### src/rtl/http_request_byte_tagger_assert.svh
// ----------------------------------------------------------------------------
// http request byte tagger assertion macros
// concurrent checks clocked on clk and disabled while rst is high
// ----------------------------------------------------------------------------
`ifndef HTTP_REQUEST_BYTE_TAGGER_ASSERT_SVH
`define HTTP_REQUEST_BYTE_TAGGER_ASSERT_SVH

// same-cycle implication
`define HBT_ASSERT_SAME(lbl, ante, cons) \
  lbl: assert property (@(posedge clk) disable iff (rst) (ante) |-> (cons)) \
    else $error("http byte tagger check failed");

// next-cycle implication
`define HBT_ASSERT_NEXT(lbl, ante, cons) \
  lbl: assert property (@(posedge clk) disable iff (rst) (ante) |=> (cons)) \
    else $error("http byte tagger check failed");

`endif

### src/rtl/httpbt_pkg.sv
// ----------------------------------------------------------------------------
// httpbt_pkg
// types, byte codes and tag codes shared by the http byte tagger
// ----------------------------------------------------------------------------
package httpbt_pkg;

  typedef enum logic [2:0] {
    PH_METHOD = 3'd0,
    PH_URL    = 3'd1,
    PH_SEARCH = 3'd2,
    PH_MAJOR  = 3'd3,
    PH_MINOR  = 3'd4,
    PH_TAIL   = 3'd5,
    PH_HEADER = 3'd6,
    PH_BODY   = 3'd7
  } phase_t;

  typedef enum logic [2:0] {
    TG_METHOD = 3'd0,
    TG_SKIP   = 3'd1,
    TG_URL    = 3'd2,
    TG_VER    = 3'd3,
    TG_NAME   = 3'd4,
    TG_VALUE  = 3'd5,
    TG_EOL    = 3'd6,
    TG_BODY   = 3'd7
  } tag_t;

  localparam logic [1:0] MTH_GET   = 2'd0;
  localparam logic [1:0] MTH_POST  = 2'd1;
  localparam logic [1:0] MTH_OTHER = 2'd2;

  localparam logic [7:0] CH_G     = 8'h47;
  localparam logic [7:0] CH_P     = 8'h50;
  localparam logic [7:0] CH_H     = 8'h48;
  localparam logic [7:0] CH_SPACE = 8'h20;
  localparam logic [7:0] CH_COLON = 8'h3a;
  localparam logic [7:0] CH_DOT   = 8'h2e;
  localparam logic [7:0] CH_CR    = 8'h0d;
  localparam logic [7:0] CH_LF    = 8'h0a;
  localparam logic [7:0] CH_ZERO  = 8'h30;
  localparam logic [7:0] CH_NINE  = 8'h39;

  localparam logic [2:0] PROTO_LEN = 3'd5;

  // prefix_match values in the header phase
  localparam logic [2:0] PM_AFTER_COLON = 3'd1;
  localparam logic [2:0] PM_IN_VALUE    = 3'd2;

  // one result word
  typedef struct packed {
    logic [7:0]  byte_out;
    tag_t        tag;
    logic [1:0]  method;
    logic [15:0] major_version;
    logic [15:0] minor_version;
    logic        entry_done;
    logic        last_out;
  } result_t;

  // letters of "HTTP/"
  function automatic logic [7:0] proto_char(input logic [2:0] idx);
    logic [7:0] c;
    case (idx)
      3'd0:    c = CH_H;
      3'd1:    c = 8'h54;
      3'd2:    c = 8'h54;
      3'd3:    c = CH_P;
      3'd4:    c = 8'h2f;
      default: c = 8'h00;
    endcase
    return c;
  endfunction

endpackage

### src/rtl/httpbt_parse.sv
// ----------------------------------------------------------------------------
// httpbt_parse
// parser state and the per-byte tag and version update
// ----------------------------------------------------------------------------
module httpbt_parse #(
  parameter int VERSION_WIDTH = 16
) (
  input  logic                clk,
  input  logic                rst,
  input  logic                adv,
  input  logic [7:0]          byte_in,
  input  logic                last,
  output httpbt_pkg::result_t result
);
  import httpbt_pkg::*;

  localparam int WW = VERSION_WIDTH + 4;

  phase_t                     phase, phase_next;
  logic [1:0]                 method_code, method_code_next;
  logic [VERSION_WIDTH-1:0]   major_acc, major_acc_next;
  logic [VERSION_WIDTH-1:0]   minor_acc, minor_acc_next;
  logic [2:0]                 prefix_match, prefix_match_next;
  logic                       colon_seen, colon_seen_next;
  logic                       skip_next, skip_next_next;
  logic                       line_empty, line_empty_next;

  tag_t                       tag;
  logic                       done;
  logic                       cr_end;
  logic                       is_digit;
  logic                       proto_hit;
  logic [3:0]                 digit;
  logic [WW-1:0]              major_wide, minor_wide;
  logic [VERSION_WIDTH-1:0]   major_sat, minor_sat;

  assign cr_end = (phase <= PH_TAIL) && (byte_in == CH_CR) &&
                  !((phase == PH_METHOD) && (prefix_match == 3'd0));
  assign is_digit  = byte_in inside {[CH_ZERO:CH_NINE]};
  assign proto_hit = (prefix_match < PROTO_LEN) && (byte_in == proto_char(prefix_match));
  assign digit     = 4'(byte_in - CH_ZERO);

  // acc * 10 + d as shift and add, then clamp
  assign major_wide = (WW'(major_acc) << 3) + (WW'(major_acc) << 1) + WW'(digit);
  assign minor_wide = (WW'(minor_acc) << 3) + (WW'(minor_acc) << 1) + WW'(digit);
  assign major_sat  = (major_wide[WW-1:VERSION_WIDTH] != 4'd0) ? {VERSION_WIDTH{1'b1}}
                                                               : major_wide[VERSION_WIDTH-1:0];
  assign minor_sat  = (minor_wide[WW-1:VERSION_WIDTH] != 4'd0) ? {VERSION_WIDTH{1'b1}}
                                                               : minor_wide[VERSION_WIDTH-1:0];

  // next phase
  always_comb begin
    phase_next = phase;
    if (cr_end) begin
      phase_next = PH_HEADER;
    end else begin
      case (phase)
        PH_METHOD: if (prefix_match != 3'd0 && byte_in == CH_SPACE) phase_next = PH_URL;
        PH_URL:    if (byte_in == CH_SPACE) phase_next = PH_SEARCH;
        PH_SEARCH: if (proto_hit && prefix_match == PROTO_LEN - 3'd1) phase_next = PH_MAJOR;
        PH_MAJOR:  if (byte_in == CH_DOT) phase_next = PH_MINOR;
        PH_MINOR:  if (!is_digit) phase_next = PH_TAIL;
        PH_HEADER: if (skip_next && line_empty) phase_next = PH_BODY;
        default:   phase_next = phase;
      endcase
    end
  end

  // tag and the rest of the state
  always_comb begin
    tag               = TG_SKIP;
    done              = 1'b0;
    method_code_next  = method_code;
    major_acc_next    = major_acc;
    minor_acc_next    = minor_acc;
    prefix_match_next = prefix_match;
    colon_seen_next   = colon_seen;
    skip_next_next    = skip_next;
    line_empty_next   = line_empty;
    if (cr_end) begin
      tag             = TG_EOL;
      skip_next_next  = 1'b1;
      line_empty_next = 1'b0;
    end else begin
      case (phase)
        PH_METHOD: begin
          if (prefix_match == 3'd0) begin
            method_code_next  = (byte_in == CH_G) ? MTH_GET :
                                (byte_in == CH_P) ? MTH_POST : MTH_OTHER;
            prefix_match_next = 3'd1;
            tag               = TG_METHOD;
          end else if (byte_in == CH_SPACE) begin
            prefix_match_next = 3'd0;
          end else begin
            tag = TG_METHOD;
          end
        end
        PH_URL: begin
          if (byte_in == CH_SPACE) begin
            prefix_match_next = 3'd0;
          end else begin
            tag = TG_URL;
          end
        end
        PH_SEARCH: begin
          tag = TG_VER;
          if (proto_hit) begin
            prefix_match_next = (prefix_match == PROTO_LEN - 3'd1) ? 3'd0
                                                                   : prefix_match + 3'd1;
          end else begin
            prefix_match_next = (byte_in == CH_H) ? 3'd1 : 3'd0;
          end
        end
        PH_MAJOR: begin
          tag = TG_VER;
          if (byte_in != CH_DOT && is_digit) major_acc_next = major_sat;
        end
        PH_MINOR: begin
          if (is_digit) begin
            tag            = TG_VER;
            minor_acc_next = minor_sat;
          end
        end
        PH_TAIL: tag = TG_SKIP;
        PH_HEADER: begin
          if (skip_next) begin
            tag            = TG_EOL;
            skip_next_next = 1'b0;
            if (!line_empty) begin
              line_empty_next   = 1'b1;
              colon_seen_next   = 1'b0;
              prefix_match_next = 3'd0;
            end
          end else if (byte_in == CH_CR) begin
            tag            = TG_EOL;
            done           = colon_seen;
            skip_next_next = 1'b1;
          end else begin
            line_empty_next = 1'b0;
            if (!colon_seen) begin
              if (byte_in == CH_COLON) begin
                colon_seen_next   = 1'b1;
                prefix_match_next = PM_AFTER_COLON;
              end else begin
                tag = TG_NAME;
              end
            end else if (prefix_match == PM_AFTER_COLON) begin
              prefix_match_next = PM_IN_VALUE;
            end else begin
              tag = TG_VALUE;
            end
          end
        end
        default: tag = TG_BODY;
      endcase
    end
  end

  always_ff @(posedge clk) begin
    if (rst || (adv && last)) begin
      phase        <= PH_METHOD;
      method_code  <= MTH_GET;
      major_acc    <= '0;
      minor_acc    <= '0;
      prefix_match <= 3'd0;
      colon_seen   <= 1'b0;
      skip_next    <= 1'b0;
      line_empty   <= 1'b0;
    end else if (adv) begin
      phase        <= phase_next;
      method_code  <= method_code_next;
      major_acc    <= major_acc_next;
      minor_acc    <= minor_acc_next;
      prefix_match <= prefix_match_next;
      colon_seen   <= colon_seen_next;
      skip_next    <= skip_next_next;
      line_empty   <= line_empty_next;
    end
  end

  always_comb begin
    result.byte_out      = byte_in;
    result.tag           = tag;
    result.method        = method_code_next;
    result.major_version = 16'(major_acc_next);
    result.minor_version = 16'(minor_acc_next);
    result.entry_done    = done;
    result.last_out      = last;
  end

  `include "http_request_byte_tagger_assert.svh"

  `HBT_ASSERT_SAME(a_done_on_cr, adv && done, tag == TG_EOL && byte_in == CH_CR && phase == PH_HEADER)
  `HBT_ASSERT_NEXT(a_last_resets, adv && last, phase == PH_METHOD && prefix_match == 3'd0)
  `HBT_ASSERT_NEXT(a_body_sticks, phase == PH_BODY && !(adv && last), phase == PH_BODY)
  `HBT_ASSERT_SAME(a_method_tag, adv && tag == TG_METHOD, phase == PH_METHOD)

endmodule

### src/rtl/httpbt_out_reg.sv
// ----------------------------------------------------------------------------
// httpbt_out_reg
// result register on the master side of the tagger
// ----------------------------------------------------------------------------
module httpbt_out_reg (
  input  logic                clk,
  input  logic                rst,
  input  logic                load,
  input  httpbt_pkg::result_t result,
  output logic                room,
  output logic                m_tvalid,
  input  logic                m_tready,
  output logic [47:0]         m_tdata,
  output logic [2:0]          m_tuser,
  output logic                m_tlast
);
  import httpbt_pkg::*;

  result_t held;

  assign room = !m_tvalid || m_tready;

  always_ff @(posedge clk) begin
    if (rst) begin
      m_tvalid <= 1'b0;
    end else if (room) begin
      m_tvalid <= load;
    end
  end

  always_ff @(posedge clk) begin
    if (room && load) begin
      held <= result;
    end
  end

  assign m_tdata = {5'd0, held.entry_done, held.minor_version, held.major_version,
                    held.method, held.byte_out};
  assign m_tuser = held.tag;
  assign m_tlast = held.last_out;

endmodule

### src/rtl/http_request_byte_tagger.sv
// ----------------------------------------------------------------------------
// http_request_byte_tagger
// tags each byte of an http request with the part of the request it is in
// ----------------------------------------------------------------------------
// Feed the request text one byte per word on the slave stream, with tlast on
// the final byte; the parser returns to its start state after that byte. Each
// byte comes back on the master stream as one word carrying the byte, its tag
// (method, separator, url, version, field name, field value, line end, body),
// the method, the major and minor version reached so far, and a strobe on the
// CR that closes a header line holding a colon. Throughput is one byte per
// clock while m_tready allows it: an input register feeds the parser logic,
// whose result lands in the output register in the same cycle the parser
// state advances, and the word shows on the master side from that register.
// Backpressure from m_tready passes back combinationally to s_tready through
// the two stages. Versions saturate at 2**VERSION_WIDTH-1, shown as 16 bits.
module http_request_byte_tagger #(
  parameter int VERSION_WIDTH = 16
) (
  input  logic        clk,
  input  logic        rst,
  input  logic        s_tvalid,
  output logic        s_tready,
  input  logic [7:0]  s_tdata,   // [7:0] byte_in
  input  logic        s_tlast,   // last
  output logic        m_tvalid,
  input  logic        m_tready,
  output logic [47:0] m_tdata,   // [7:0] byte_out, [9:8] method, [25:10] major_version,
                                 // [41:26] minor_version, [42] entry_done, rest zero
  output logic [2:0]  m_tuser,   // [2:0] tag
  output logic        m_tlast    // last_out
);
  import httpbt_pkg::*;

  // input register
  logic       in_valid;
  logic [7:0] in_byte;
  logic       in_last;

  // handoff from the input register into the parser and result register
  logic       out_room;
  logic       adv;
  result_t    result;

  assign adv      = in_valid && out_room;
  assign s_tready = !in_valid || out_room;

  always_ff @(posedge clk) begin
    if (rst) begin
      in_valid <= 1'b0;
    end else if (s_tready) begin
      in_valid <= s_tvalid;
    end
  end

  // payload holds while the word waits
  always_ff @(posedge clk) begin
    if (s_tvalid && s_tready) begin
      in_byte <= s_tdata;
      in_last <= s_tlast;
    end
  end

  // parser state advances exactly when a byte moves into the result register
  httpbt_parse #(
    .VERSION_WIDTH(VERSION_WIDTH)
  ) u_parse (
    .clk    (clk),
    .rst    (rst),
    .adv    (adv),
    .byte_in(in_byte),
    .last   (in_last),
    .result (result)
  );

  httpbt_out_reg u_out (
    .clk     (clk),
    .rst     (rst),
    .load    (adv),
    .result  (result),
    .room    (out_room),
    .m_tvalid(m_tvalid),
    .m_tready(m_tready),
    .m_tdata (m_tdata),
    .m_tuser (m_tuser),
    .m_tlast (m_tlast)
  );

endmodule
### config.mk
export PLATFORM = sky130hd
export DESIGN_NAME = http_request_byte_tagger
export DESIGN_NICKNAME = d
export VERILOG_FILES = /design/src/rtl/httpbt_pkg.sv /design/src/rtl/httpbt_parse.sv /design/src/rtl/httpbt_out_reg.sv /design/src/rtl/http_request_byte_tagger.sv
export VERILOG_INCLUDE_DIRS = /design/src /design/src/rtl
export SDC_FILE = /design/constraint.sdc
export NUM_CORES = 1
export LEC_CHECK = 0
export ABC_AREA = 0
export ABC_CLOCK_PERIOD_IN_PS = 7600
export BUFFER_PORTS_ARGS = -buffer_cell sky130_fd_sc_hd__buf_2
export CAP_MARGIN = 20
export CORE_ASPECT_RATIO = 1.5
export CORE_MARGIN = 1
export CORE_UTILIZATION = 45
export CTS_CLUSTER_SIZE = 24
export DETAILED_ROUTE_END_ITERATION = 10
export GPL_TIMING_DRIVEN = 0
export SLEW_MARGIN = 15
export SYNTH_ARGS = -nofsm -noshare
export SYNTH_HDL_FRONTEND = slang
export SYNTH_SLANG_ARGS = --single-unit
export TNS_END_PERCENT = 20
### constraint.sdc
create_clock -name clk -period 7.6 [get_ports clk]
set_input_delay 0 -clock clk [delete_from_list [all_inputs] [get_ports clk]]
set_output_delay 0 -clock clk [all_outputs]
set_load 0.05 [all_outputs]
**After elaboration in Yosys (flattened, before gate mapping)**

Cells that the tools add are included.

- Eq/ne operators: 32
- Bitwise gates (word level): 3
- $add $sub $neg: 6
- Magnitude comparators: 4
- Reductions and logical operators: 35
- Mux-type cells: 57

Operators by type and width:

| operator | count |
|---|---|
| 2-to-1 mux 16 bit | 8 |
| 2-to-1 mux 3 bit | 23 |
| adder 19 x 17 -> 20 bit | 2 |
| adder 20 x 4 -> 20 bit | 2 |
| case mux 3 bit (6 select lines) | 2 |
| case mux 7 bit (4 select lines) | 1 |
| equality test 8 x 6 -> 1 bit (second input constant) | 3 |
| equality test 8 x 7 -> 1 bit (second input constant) | 3 |
| 2-to-1 mux 1 bit | 15 |
| != test 3 x 1 -> 1 bit (second input constant) | 5 |
| 2-to-1 mux 2 bit | 7 |
| logical AND 1 bit | 13 |
| equality test 3 x 2 -> 1 bit (second input constant) | 4 |
| equality test 3 bit (second input constant) | 4 |
| case mux 3 bit (4 select lines) | 1 |
| nonzero test 4 bit | 3 |
| != test 3 x 2 -> 1 bit (second input constant) | 3 |
| equality test 8 x 4 -> 1 bit (second input constant) | 1 |
| equality test 8 x 7 -> 1 bit | 1 |
| greater-or-equal comparator 8 x 6 -> 1 bit (second input constant) | 1 |
| less-or-equal comparator 8 x 6 -> 1 bit (second input constant) | 1 |
| != test 8 x 6 -> 1 bit (second input constant) | 1 |
| AND reduction 8 bit | 1 |
| AND reduction 7 bit | 1 |
| other kinds (22) | 31 |

- Flip-flop bits (word level): 101
- Input port bits: 13
- Word-level logic and storage cells: 156

**Depth between registers and ports, before layout**

Gate-level depths: netlist of run 1.

- Depth after elaboration: 9
- Gate-level depth with buffers: 13

**Modules after synthesis**

Synthesis of run 1 repeated with hierarchy kept, for this count alone.

- Cell total of the unflattened synthesis: 730
- Area, all modules: 6,761.5 um^2

Modules (own cells, without submodules):

| module | area an instance (um^2) | times used | cells an instance |
|---|---|---|---|
| httpbt_parse | 4,921.0 | 1 | 657 |
| httpbt_out_reg | 1,507.7 | 1 | 58 |
| http_request_byte_tagger | 332.8 | 1 | 15 |

**Worst setup path before layout of run 1**

No wires, ideal clock.

- Path type: register to register
- Start: register u_out.m_tvalid
- End: register u_parse.minor_acc[8]
- Library setup time: 74 ps
- Data arrival time: 3,413 ps
- Slack: 4,112 ps
- Data required time: 7,526 ps
- Stages on the path, launching flop included: 9
- Cells stage by stage: dfxtp_1 -> nor2b_1 -> nand2b_1 -> buf_2 -> clkinv_1 -> a21oi_1 -> clkbuf_1 -> o21ai_0 -> a31oi_1

- Longest elaborated chain between the ends: 5

Ends and longest elaborated chain:

| what | line | source |
|---|---|---|
| start, declared | httpbt_out_reg.sv:11 | `output logic m_tvalid,` |
| start signal, assigned | httpbt_out_reg.sv:27 | `m_tvalid <= load;` |
| logical NOT 1 bit * | httpbt_out_reg.sv:21 | `assign room = !m_tvalid \|\| m_tready;` |
| logical OR 1 bit * | httpbt_out_reg.sv:21 |  |
| logical AND 1 bit * | http_request_byte_tagger.sv:44 | `assign adv = in_valid && out_room;` |
| net adv | http_request_byte_tagger.sv:41 | `logic adv;` |
| logical AND 1 bit | httpbt_parse.sv:160 | `if (rst \|\| (adv && last)) begin` |
| logical OR 1 bit | httpbt_parse.sv:160 |  |
| end signal, assigned | httpbt_parse.sv:173 | `minor_acc <= minor_acc_next;` |
| end, declared | httpbt_parse.sv:22 | `logic [VERSION_WIDTH-1:0] minor_acc, minor_acc_next;` |

The timed path passes the listed nets; every way through them passes the cells marked *.
A chain may end at the register's enable or synchronous reset.

==> results.yml, run 1 <==
run_status:
  status: "complete, no violations"
layout:
  register_area_um2: 2580
  stdcell_area_um2: 7670
  layout.nets: 894
  syn2layout_area_growth_pct: 15.1
  multi_input_area_um2: 3820
  antenna_cells: 0
  drive_gt1_frac: 0.136
  fin_util: 0.528
  mostFrequentLayoutCells: "a31oi_1, ha_1, nor2_1, buf_2, o21ai_0"
  n_fill_cell: 1349
pwr:
  p_sw_mw: 0.334
  leakage_nw: 3.12
  p_comb_frac: 0.101
  power_frac_clock: 0.395
  p_int_mw: 0.861
  ir_drop_mv: 0.0922
  cellPowerDensity_nw_per_um2: 156
  p_seq_frac: 0.504
  swShare: 0.279
floorplanning:
  dieArea_um2: 15300
  fp-row-count: 54
  ios: 67
  core_um2: 14500
  initial_utilization: 0.459
  die_y_um: 151
  die_w_um: 101
global_route:
  grt_pass1_wl_um: 28100
  grt_antenna_before_repair: 0
  globalRouteMet1Util: 0.263
  grt_max_degree: 37
  grt_use_met3: 0.0277
  gr-total-overflow: 0
  grt_pass1_vias: 5643
  grt_use_met2: 0.456
  grt_usage: 0.240
  gr-max-usage-layer: "met2"
clock_tree:
  clock_path_buffers: 2
  path_clk_slew_ns: 0.08
  clock-sinks: 101
  h-tree-depth: 3
  cts_tree: "built"
  cts_setup_buffers: 0
  cts_made_buffers: 9
  cts-root-buf: "clkbuf_16"
  clkLatencyLatePin_ns: 0.35
setup_path:
  reg2reg_setup_slack_ns: 3.25
  crit_arrival_ns: 4.42
  path_max_fanout: 10
  worstPathRequired_ns: 7.67
  crit_path_end_kind: "register"
  r2r_cells: 12
  timing.rr.end: "u_out.m_tdata[32]"
  cp-endpoint: "u_out.m_tdata[32]"
  startpoint_type: "register"
  critPathKind: "reg2reg"
  reg2reg_from: "in_byte[3]"
  crit_start: "in_byte[3]"
logic_synthesis:
  yosys_warnings: 0
  synth.area.top_cells: "edfxtp_1, dfxtp_1, ha_1, a31oi_1, o21ai_0"
  yosysSeqAreaShare: 0.388
  postSynthAreaPerCell_um2: 9.24
  synth_enable_flop_cells: 56
  ys.flop_type: "edfxtp_1"
  synth-async-reset-ratio: 0
  ys_ff_latch: 101
  synthCells: 721
  synth.top_cell.area_share: 0.252
  synthesis.area_um2: 6660
  synth_largest_area_cell: "edfxtp_1"
  ys_types: 73
drt:
  remaining_drc_errors: 0
  wire_per_inst_um: 17.5
  vias: 5881
  postRouteAntennaNets: 0
  wl_um: 17700
  drt_iter0_markers: 232
  via_per_inst: 5.82
  drt_first_pass_iters: 5
timing:
  finalSetupTns_ns: 0
  finalSetupViolCount: 0
  period_needed_ns: 4.35
  rsz0062_at_grt: "no"
  drv_slew: 0
  skew_ns: 0.0127
  hold_viol: 0
  worst_pin_slew_ns: 0.946
  timing.final.crit_share: 0.573
  max_slew_margin: 0.363
  fmax_mhz: 230
hold_path:
  hold_path_class: "in2reg"
  whs_path_depth: 4
flow_run:
  drv_cap: 0
place:
  place_hpwl_um: 13600
  placed_area_um2: 7250
  place.gp.congestion: 0.871
  port_buffers: 61
[critical path, cell delays in order, from the launching register on]
cell and delay [ns]:
edfxtp_1 0.60, fa_1 0.65, inv_1 0.07, fa_1 0.46, nand2b_1 0.18, a21o_1 0.21, a31oi_1 0.35, a21oi_1 0.18
o41ai_1 0.26, nor4bb_1 0.40, clkbuf_1 0.27, buf_2 0.27, a31oi_1 0.15
[logic make-up after synthesis]
family	after synthesis	share of synthesized area
compound gates	248	0.233
xor+xnor	25	0.0329
fa+ha+maj	71	0.138
buf+inv	64	0.0411
flops	101	0.388
mux	1	0.00169
other cells	1	0.000563
simple gates	210	0.166
[registers in the layout (all words and copies together) (netlist names), 2 cells and up]
name and flops:
in_byte 8, u_out.m_tdata 43, u_out.m_tuser 3, u_parse.major_acc 16, u_parse.method_code 2, u_parse.minor_acc 16, u_parse.phase 3, u_parse.prefix_match 3
[power by group through the flow]
| stage | Combinational, mW | Clock [mW] | Sequential (mW) |
|---|---|---|---|
| floorplan | 0.0506 | 0 | 0.647 |
| global placement | 0.111 | 0 | 0.616 |
| detailed placement | 0.114 | 0 | 0.615 |
| CTS | 0.119 | 0.477 | 0.603 |
| global route | 0.128 | 0.501 | 0.605 |
| finish | 0.120 | 0.472 | 0.602 |
[stage by stage]
stage          total power [mW]  instances  setup WS (ns)  hold WS (ns)
6_report                   1.19       1011           3.25        0.0210
5_1_grt                    1.23       1011           2.92        0.0434
2_1_floorplan             0.698        725           4.11        0.0724
3_3_place_gp              0.727        982           2.97         0.179
4_1_cts                    1.20       1011           3.09        0.0164
3_5_place_dp              0.729        983           3.11         0.178
[Yosys cell counts (all sizes together) (4+ instances only)]
master / number
a31oi: 67
ha: 67
nor2: 67
o21ai: 63
a21oi: 59
edfxtp: 56
nand2: 46
dfxtp: 45
inv: 26
clkbuf: 25
nor3: 13
xor2: 13
and2: 12
buf: 12
nand3: 12
xnor2: 12
a21o: 11
nand2b: 11
and3: 7
nor2b: 7
o211ai: 6
or2: 6
a211oi: 5
fa: 4
nor4bb: 4
or3: 4
[repair_timing]
item / 4_1_cts / 5_1_grt
hold endpoints to repair: 11 / 0
setup endpoints to repair: 0 / 0
resized for setup: 0 / 0
hold buffers: 12 / 0
[worst min-delay path by stage]
stage | end | startpoint | slack, ns
floorplan | in_valid | rst | 0.07
global placement | in_last | s_tlast | 0.18
detailed placement | in_byte[7] | s_tdata[7] | 0.18
CTS | in_valid | m_tready | 0.02
global route | in_valid | m_tready | 0.04
finish | in_valid | m_tready | 0.02
[final cells by class]
cell class                 instances  area share
buffer                            37      0.0225
clock buffer                       9      0.0294
clock inverter                     7     0.00995
inverter                          27      0.0134
multi-input combinational        560       0.498
sequential                       101       0.337
tap                              196      0.0320
timing repair buffer              74      0.0581
[per-layer routing]
layer  wire length [um]  share of wire
met2               9500           0.54
met3                518          0.029
met5                  0              0
met4                552          0.031
met1               7130           0.40
(Power assumes the default switching activity.)
==> inputs of run 2 (changes only) <==
--- a/config.mk
+++ b/config.mk
@@ -7,7 +7,7 @@
 export NUM_CORES = 1
 export LEC_CHECK = 0
 export ABC_AREA = 0
-export ABC_CLOCK_PERIOD_IN_PS = 7600
+export ABC_CLOCK_PERIOD_IN_PS = 3650
 export BUFFER_PORTS_ARGS = -buffer_cell sky130_fd_sc_hd__buf_2
 export CAP_MARGIN = 20
 export CORE_ASPECT_RATIO = 1.5
@@ -16,6 +16,7 @@
 export CTS_CLUSTER_SIZE = 24
 export DETAILED_ROUTE_END_ITERATION = 10
 export GPL_TIMING_DRIVEN = 0
+export PLACE_DENSITY = 0.66
 export SLEW_MARGIN = 15
 export SYNTH_ARGS = -nofsm -noshare
 export SYNTH_HDL_FRONTEND = slang
==> constraint.sdc (replaced) <==
create_clock -name clk -period 3.65 [get_ports clk]
set_input_delay 0 -clock clk [delete_from_list [all_inputs] [get_ports clk]]
set_output_delay 0 -clock clk [all_outputs]
set_load 0.05 [all_outputs]
==> run 2 against run 1 <==
Net effect: the flow now finishes with violations (negative setup slack); largest cell class unchanged; final cell count up 1.9%; clock skew down 0.0010 ns; sequential power up 110%; final area up 4.5%; clock-buffer cell count unchanged; total power up 100%; critical path depth up 1.
==> results.yml, run 2 (synthesis gave the netlist of run 1 again) <==
setup_path:
  critPathKind: "reg2reg"
  crit_arrival_ns: 3.71
  startpoint_type: "register"
  reg2reg_setup_slack_ns: -0.002
  cp-endpoint: "u_out.m_tdata[37]"
  crit_path_end_kind: "register"
  path_max_fanout: 5
  crit_start: "in_byte[3]"
  r2r_cells: 13
  reg2reg_from: "in_byte[3]"
  worstPathRequired_ns: 3.70
  timing.rr.end: "u_out.m_tdata[37]"
global_route:
  grt_pass1_vias: 5980
  grt_pass1_wl_um: 28900
  grt_max_degree: 48
  gr-total-overflow: 0
  grt_antenna_before_repair: 0
  grt_usage: 0.243
clock_tree:
  clkLatencyLatePin_ns: 0.35
  cts_made_buffers: 9
  clock-sinks: 101
  cts-root-buf: "clkbuf_16"
  clock_path_buffers: 2
  cts_tree: "built"
  h-tree-depth: 3
  path_clk_slew_ns: 0.07
floorplanning:
  core_um2: 14500
  dieArea_um2: 15300
  ios: 67
  fp-row-count: 54
  die_y_um: 151
  initial_utilization: 0.459
  die_w_um: 101
layout:
  layout.nets: 913
  mostFrequentLayoutCells: "ha_1, nor2_1, buf_2, o21ai_0, a31oi_1"
  layout_commonest_cell: "ha_1"
  stdcell_area_um2: 8020
  largest_reg_flops: 43
  antenna_cells: 0
  syn2layout_area_growth_pct: 20.3
  drive_gt1_frac: 0.181
run_status:
  status: "complete, but fails checks"
  violations: "negative setup slack"
place:
  placed_area_um2: 7250
  pre_cts_ws_ns: -0.952
  place.gp.congestion: 0.902
  place_hpwl_um: 13200
  port_buffers: 61
drt:
  wl_um: 17800
  drt_first_pass_iters: 5
  via_per_inst: 5.90
  remaining_drc_errors: 0
  vias: 6079
  postRouteAntennaNets: 0
  drt_iter0_markers: 262
  wire_per_inst_um: 17.2
timing:
  skew_ns: 0.0117
  drv_slew: 0
  finalSetupViolCount: 4
  max_slew_margin: 0.501
  timing.final.crit_share: 1.00
  rsz0062_at_grt: "yes"
  fmax_mhz: 274
  hold_slack_ns: 0.0310
  worst_pin_slew_ns: 0.748
  period_needed_ns: 3.65
  setup_slack_ns: -0.00187
  hold_viol: 0
pwr:
  ir_drop_mv: 0.217
  p_int_mw: 1.79
  power_frac_clock: 0.384
  p_sw_mw: 0.660
  swShare: 0.270
  p_comb_frac: 0.105
  p_seq_frac: 0.511
  cellPowerDensity_nw_per_um2: 305
  leakage_nw: 3.27
hold_path:
  hold_path_class: "in2reg"
flow_run:
  drv_cap: 0
run 2: cell types whose count changed in the layout (fill, tap and decap cells not counted), sizes merged:
cell	delta
buf	+20
clkbuf	-1
clkinv	+1
inv	-1
run 2: timing repair:
| item | CTS | global route |
|---|---|---|
| setup buffers | 17 | 1 |
| resized for setup | 27 | 15 |
| setup endpoints to repair | 64 | 64 |
| hold endpoints to repair | 11 | 0 |
| gates cloned | 0 | 1 |
| hold buffers | 12 | 0 |
| pin swaps | 9 | 8 |
run 2: metrics by stage:
stage / util / setup TNS, ns / std cells / total power [mW]
CTS: 0.546 / -0.240 / 1027 / 2.46
detailed placement: 0.499 / -34.47 / 983 / 1.52
global route: 0.552 / -5.43 / 1030 / 2.52
global placement: 0.498 / -42.65 / 982 / 1.51
finish: 0.552 / -0.00582 / 1030 / 2.45
floorplan: - / 0 / 725 / 1.45
run 2: area by class of cell:
type,count,area [um2]
flip-flops and latches,101,2580
inverters,27,103
repair buffers,94,622
multi-input cells,560,3970
plain buffers,36,199
fillers,1309,6510
well taps,196,245
clock buffers,9,225
clock inverters,7,66.3
run 2: metal layers:
| layer | vias up | global-route usage | wire length (um) |
|---|---|---|---|
| met5 | - | 0 | 0 |
| met4 | 0 | 0.117 | 600 |
| met3 | 40 | 0.0323 | 744 |
| met2 | 173 | 0.447 | 9490 |
| met1 | 2938 | 0.274 | 6930 |
| li1 | 2928 | - | - |
run 2: how the worst min path moves through the flow:
| stage | to | depth (start not counted) | from |
|---|---|---|---|
| floorplan | in_valid | 1 | rst |
| global placement | in_byte[5] | 1 | s_tdata[5] |
| detailed placement | in_byte[1] | 1 | s_tdata[1] |
| CTS | in_valid | 4 | m_tready |
| global route | in_valid | 4 | m_tready |
| finish | in_valid | 4 | m_tready |
run 2: power groups by stage:
stage	Sequential (mW)	Clock [mW]	Combinational (mW)
after floorplan	1.35	0	0.105
after detailed placement	1.28	0	0.235
final	1.25	0.941	0.257
after global placement	1.28	0	0.229
after CTS	1.25	0.957	0.255
after global routing	1.25	0.997	0.275
run 2: worst max-delay path, cell delays in order, from the launching register on:
cell and delay, ns:
edfxtp_1 0.43, fa_1 0.54, inv_1 0.06, fa_2 0.36, nand2b_4 0.16, a21o_4 0.23
a211o_1 0.30, a41oi_2 0.17, o211ai_1 0.18, nor4bb_4 0.40, buf_2 0.20, buf_6 0.11
buf_12 0.11, a31oi_1 0.10
==> inputs of run 3 (changes only) <==
--- a/config.mk
+++ b/config.mk
@@ -20,5 +20,6 @@
 export SLEW_MARGIN = 15
 export SYNTH_ARGS = -nofsm -noshare
 export SYNTH_HDL_FRONTEND = slang
+export SYNTH_HIERARCHICAL = 1
 export SYNTH_SLANG_ARGS = --single-unit
 export TNS_END_PERCENT = 20
==> run 3 against run 2 <==
Net effect: setup slack better by 0.098 ns; die area is 1.4% higher; largest power group unchanged; wire length is 2.2% higher; final cell count hardly changed; global-route usage is 0.64 points lower; clock power is 1% higher; fmax is 2.8% higher; clock skew is 0.0016 ns lower; the flow now finishes without violations; critical endpoint is now u_out/m_tdata[18].
==> results.yml, run 3 <==
global_route:
  grt_pass1_wl_um: 29000
  gr-total-overflow: 0
  grt_max_degree: 48
  grt_antenna_before_repair: 0
  grt_pass1_vias: 5918
  grt_usage: 0.237
pwr:
  ir_drop_mv: 0.192
  p_comb_frac: 0.098
  cellPowerDensity_nw_per_um2: 306
  p_seq_frac: 0.511
  p_sw_mw: 0.662
  leakage_nw: 3.36
  power_frac_clock: 0.391
  swShare: 0.271
  p_int_mw: 1.78
layout:
  final_cells: 1029
  antenna_cells: 0
  mostFrequentLayoutCells: "ha_1, buf_2, a21oi_1, o21ai_0, edfxtp_1"
  layout.nets: 912
  largest_reg_flops: 43
  syn2layout_area_growth_pct: 18.1
  stdcell_area_um2: 7980
  layout_commonest_cell: "ha_1"
  drive_gt1_frac: 0.186
hold_path:
  whs_path_depth: 2
  whs_endpoint: "in_byte[2]"
  min_from: "s_tvalid"
  hold_path_class: "in2reg"
logic_synthesis:
  yosys_warnings: 6
  synthXorXnorAreaFrac: 0.0311
  yosysSeqAreaShare: 0.382
  synth_common_cells: "ha_1, a21oi_1, o21ai_0"
  ys.flop_type: "edfxtp_1"
  synth_simple_gate_area_frac: 0.163
  synth_top_family_by_area: "compound AO/OA/AOI/OAI gates"
  synth-async-reset-ratio: 0
  synth_largest_area_cell: "edfxtp_1"
  synthCells: 730
  synth.top_cell.area_share: 0.249
  ys_types: 76
  synth_enable_flop_cells: 56
  synth.area.top_cells: "edfxtp_1, dfxtp_1, ha_1, a21oi_1, o21ai_0"
  synthesis.area_um2: 6760
  synthAdderAreaFrac: 0.136
  synth_compound_area_frac: 0.230
  synth_mux_area_frac: 0.00611
  ys_ff_latch: 101
  postSynthAreaPerCell_um2: 9.26
  synth_most_common_cell: "ha_1"
clock_tree:
  cts_made_buffers: 9
  clkLatencyLatePin_ns: 0.35
  path_clk_slew_ns: 0.08
  clock_path_buffers: 2
  h-tree-depth: 3
  cts_tree: "built"
  clock-sinks: 101
  cts-root-buf: "clkbuf_16"
drt:
  drt_iter0_markers: 499
  wire_per_inst_um: 17.6
  wl_um: 18100
  remaining_drc_errors: 0
  via_per_inst: 5.84
  vias: 6011
  drt_first_pass_iters: 6
  postRouteAntennaNets: 0
place:
  place_hpwl_um: 13600
  place.gp.congestion: 0.971
  placed_area_um2: 7330
  port_buffers: 61
  dp.cells: 991
floorplanning:
  initial_utilization: 0.463
  die_y_um: 152
  ios: 67
  dieArea_um2: 15500
  core_um2: 14600
  die_w_um: 102
  fp-row-count: 54
setup_path:
  cp_slowest_stage_delay_ns: 0.56
  worstPathRequired_ns: 3.85
  reg2reg_setup_slack_ns: 0.1
  path_max_fanout: 10
  startpoint_type: "register"
  r2r_cells: 13
  timing.rr.end: "u_out/m_tdata[18]"
  reg2reg_from: "in_byte[3]"
  critPathKind: "reg2reg"
  crit_arrival_ns: 3.75
  crit_path_end_kind: "register"
  cp_cell_sequence: "buf_4 > fa_1 > inv_1 > fa_1 > nand2b_1 > a21oi_2 > o21ai_2 > o31ai_4 > nor4_1 > a31o_2 > buf_2 > buf_4 > a31oi_4"
  worst_path_max_delay_cell: "fa_1"
timing:
  timing.final.crit_share: 0.974
  finalSetupViolCount: 0
  skew_ns: 0.0101
  fmax_mhz: 281
  hold_viol: 0
  rsz0062_at_grt: "yes"
  period_needed_ns: 3.55
  worst_pin_slew_ns: 0.810
  drv_slew: 0
  max_slew_margin: 0.458
flow_run:
  drv_cap: 0
run_status:
  status: "complete, no violations"
-- run 3: worst max-delay path by stage --
stage                              to  slack [ns]  startpoint  depth (start not counted)
global route        u_out/m_tdata[41]       -0.09  in_byte[3]                         10
detailed placement  u_out/m_tdata[16]       -0.76  in_byte[3]                         11
CTS                 u_out/m_tdata[16]      -0.008  in_byte[3]                         13
floorplan           u_out/m_tdata[18]        0.34  in_byte[3]                         11
finish              u_out/m_tdata[18]         0.1  in_byte[3]                         13
global placement    u_out/m_tdata[16]       -0.67  in_byte[3]                         11
-- run 3: kinds of logic after synthesis --
group | Yosys count
xor gates and xnor gates | 24
adders and majority gates | 71
other | 1
and+or+nand+nor | 209
DFF | 101
muxes | 4
buffers and inverters | 73
AOI/OAI and AO/OA | 247
-- run 3: critical path, delay by kind of cell, from the launching register on --
| family | cells | cell delay, ns |
|---|---|---|
| AOI/OAI and AO/OA | 5 | 1.05 |
| adders and majority gates | 2 | 1.01 |
| buffers and inverters | 4 | 0.64 |
| DFF | 1 | 0.43 |
| and+or+nand+nor | 2 | 0.27 |
-- run 3: metal layers --
metal,GRT usage,up-vias,routed length [um]
li1,-,2923,-
met1,0.276,2876,7450
met2,0.427,176,9620
met3,0.0248,36,558
met4,0.107,0,513
met5,0,-,0
-- run 3: power groups by stage --
stage / clock, mW / combinational (mW) / sequential [mW]
after floorplan: 0 / 0.0919 / 1.35
after global placement: 0 / 0.219 / 1.28
after detailed placement: 0 / 0.223 / 1.28
after CTS: 0.972 / 0.239 / 1.25
after global routing: 1.01 / 0.254 / 1.25
final: 0.955 / 0.239 / 1.25
-- run 3: final cells by class --
class                      instances  area, um2
buffer                            50        282
clock buffer                       9        225
clock inverter                     7       68.8
fill                            1331       6610
inverter                          23       86.3
multi-input combinational        560       3990
sequential                       101       2580
tap                              196        245
timing repair buffer              83        500
-- run 3: stage by stage --
stage / power [mW] / setup TNS, ns / worst slack, ns / hold WS [ns] / utilization
2_1_floorplan: 1.44 / 0 / 0.344 / 0.0624 / -
3_3_place_gp: 1.49 / -14.88 / -0.675 / 0.179 / 0.502
3_5_place_dp: 1.50 / -18.11 / -0.763 / 0.179 / 0.502
6_report: 2.44 / 0 / 0.0962 / 0.0775 / 0.547
4_1_cts: 2.46 / -0.00798 / -0.00798 / 0.0762 / 0.538
5_1_grt: 2.52 / -0.529 / -0.0863 / 0.0895 / 0.547
-- run 3: what timing repair did --
action | CTS | global route
setup endpoints to repair | 62 | 49
hold endpoints to repair | 11 | 0
pin swaps | 2 | 5
hold buffers | 12 | 0
buffers inserted | 6 | 4
resized for setup | 17 | 27
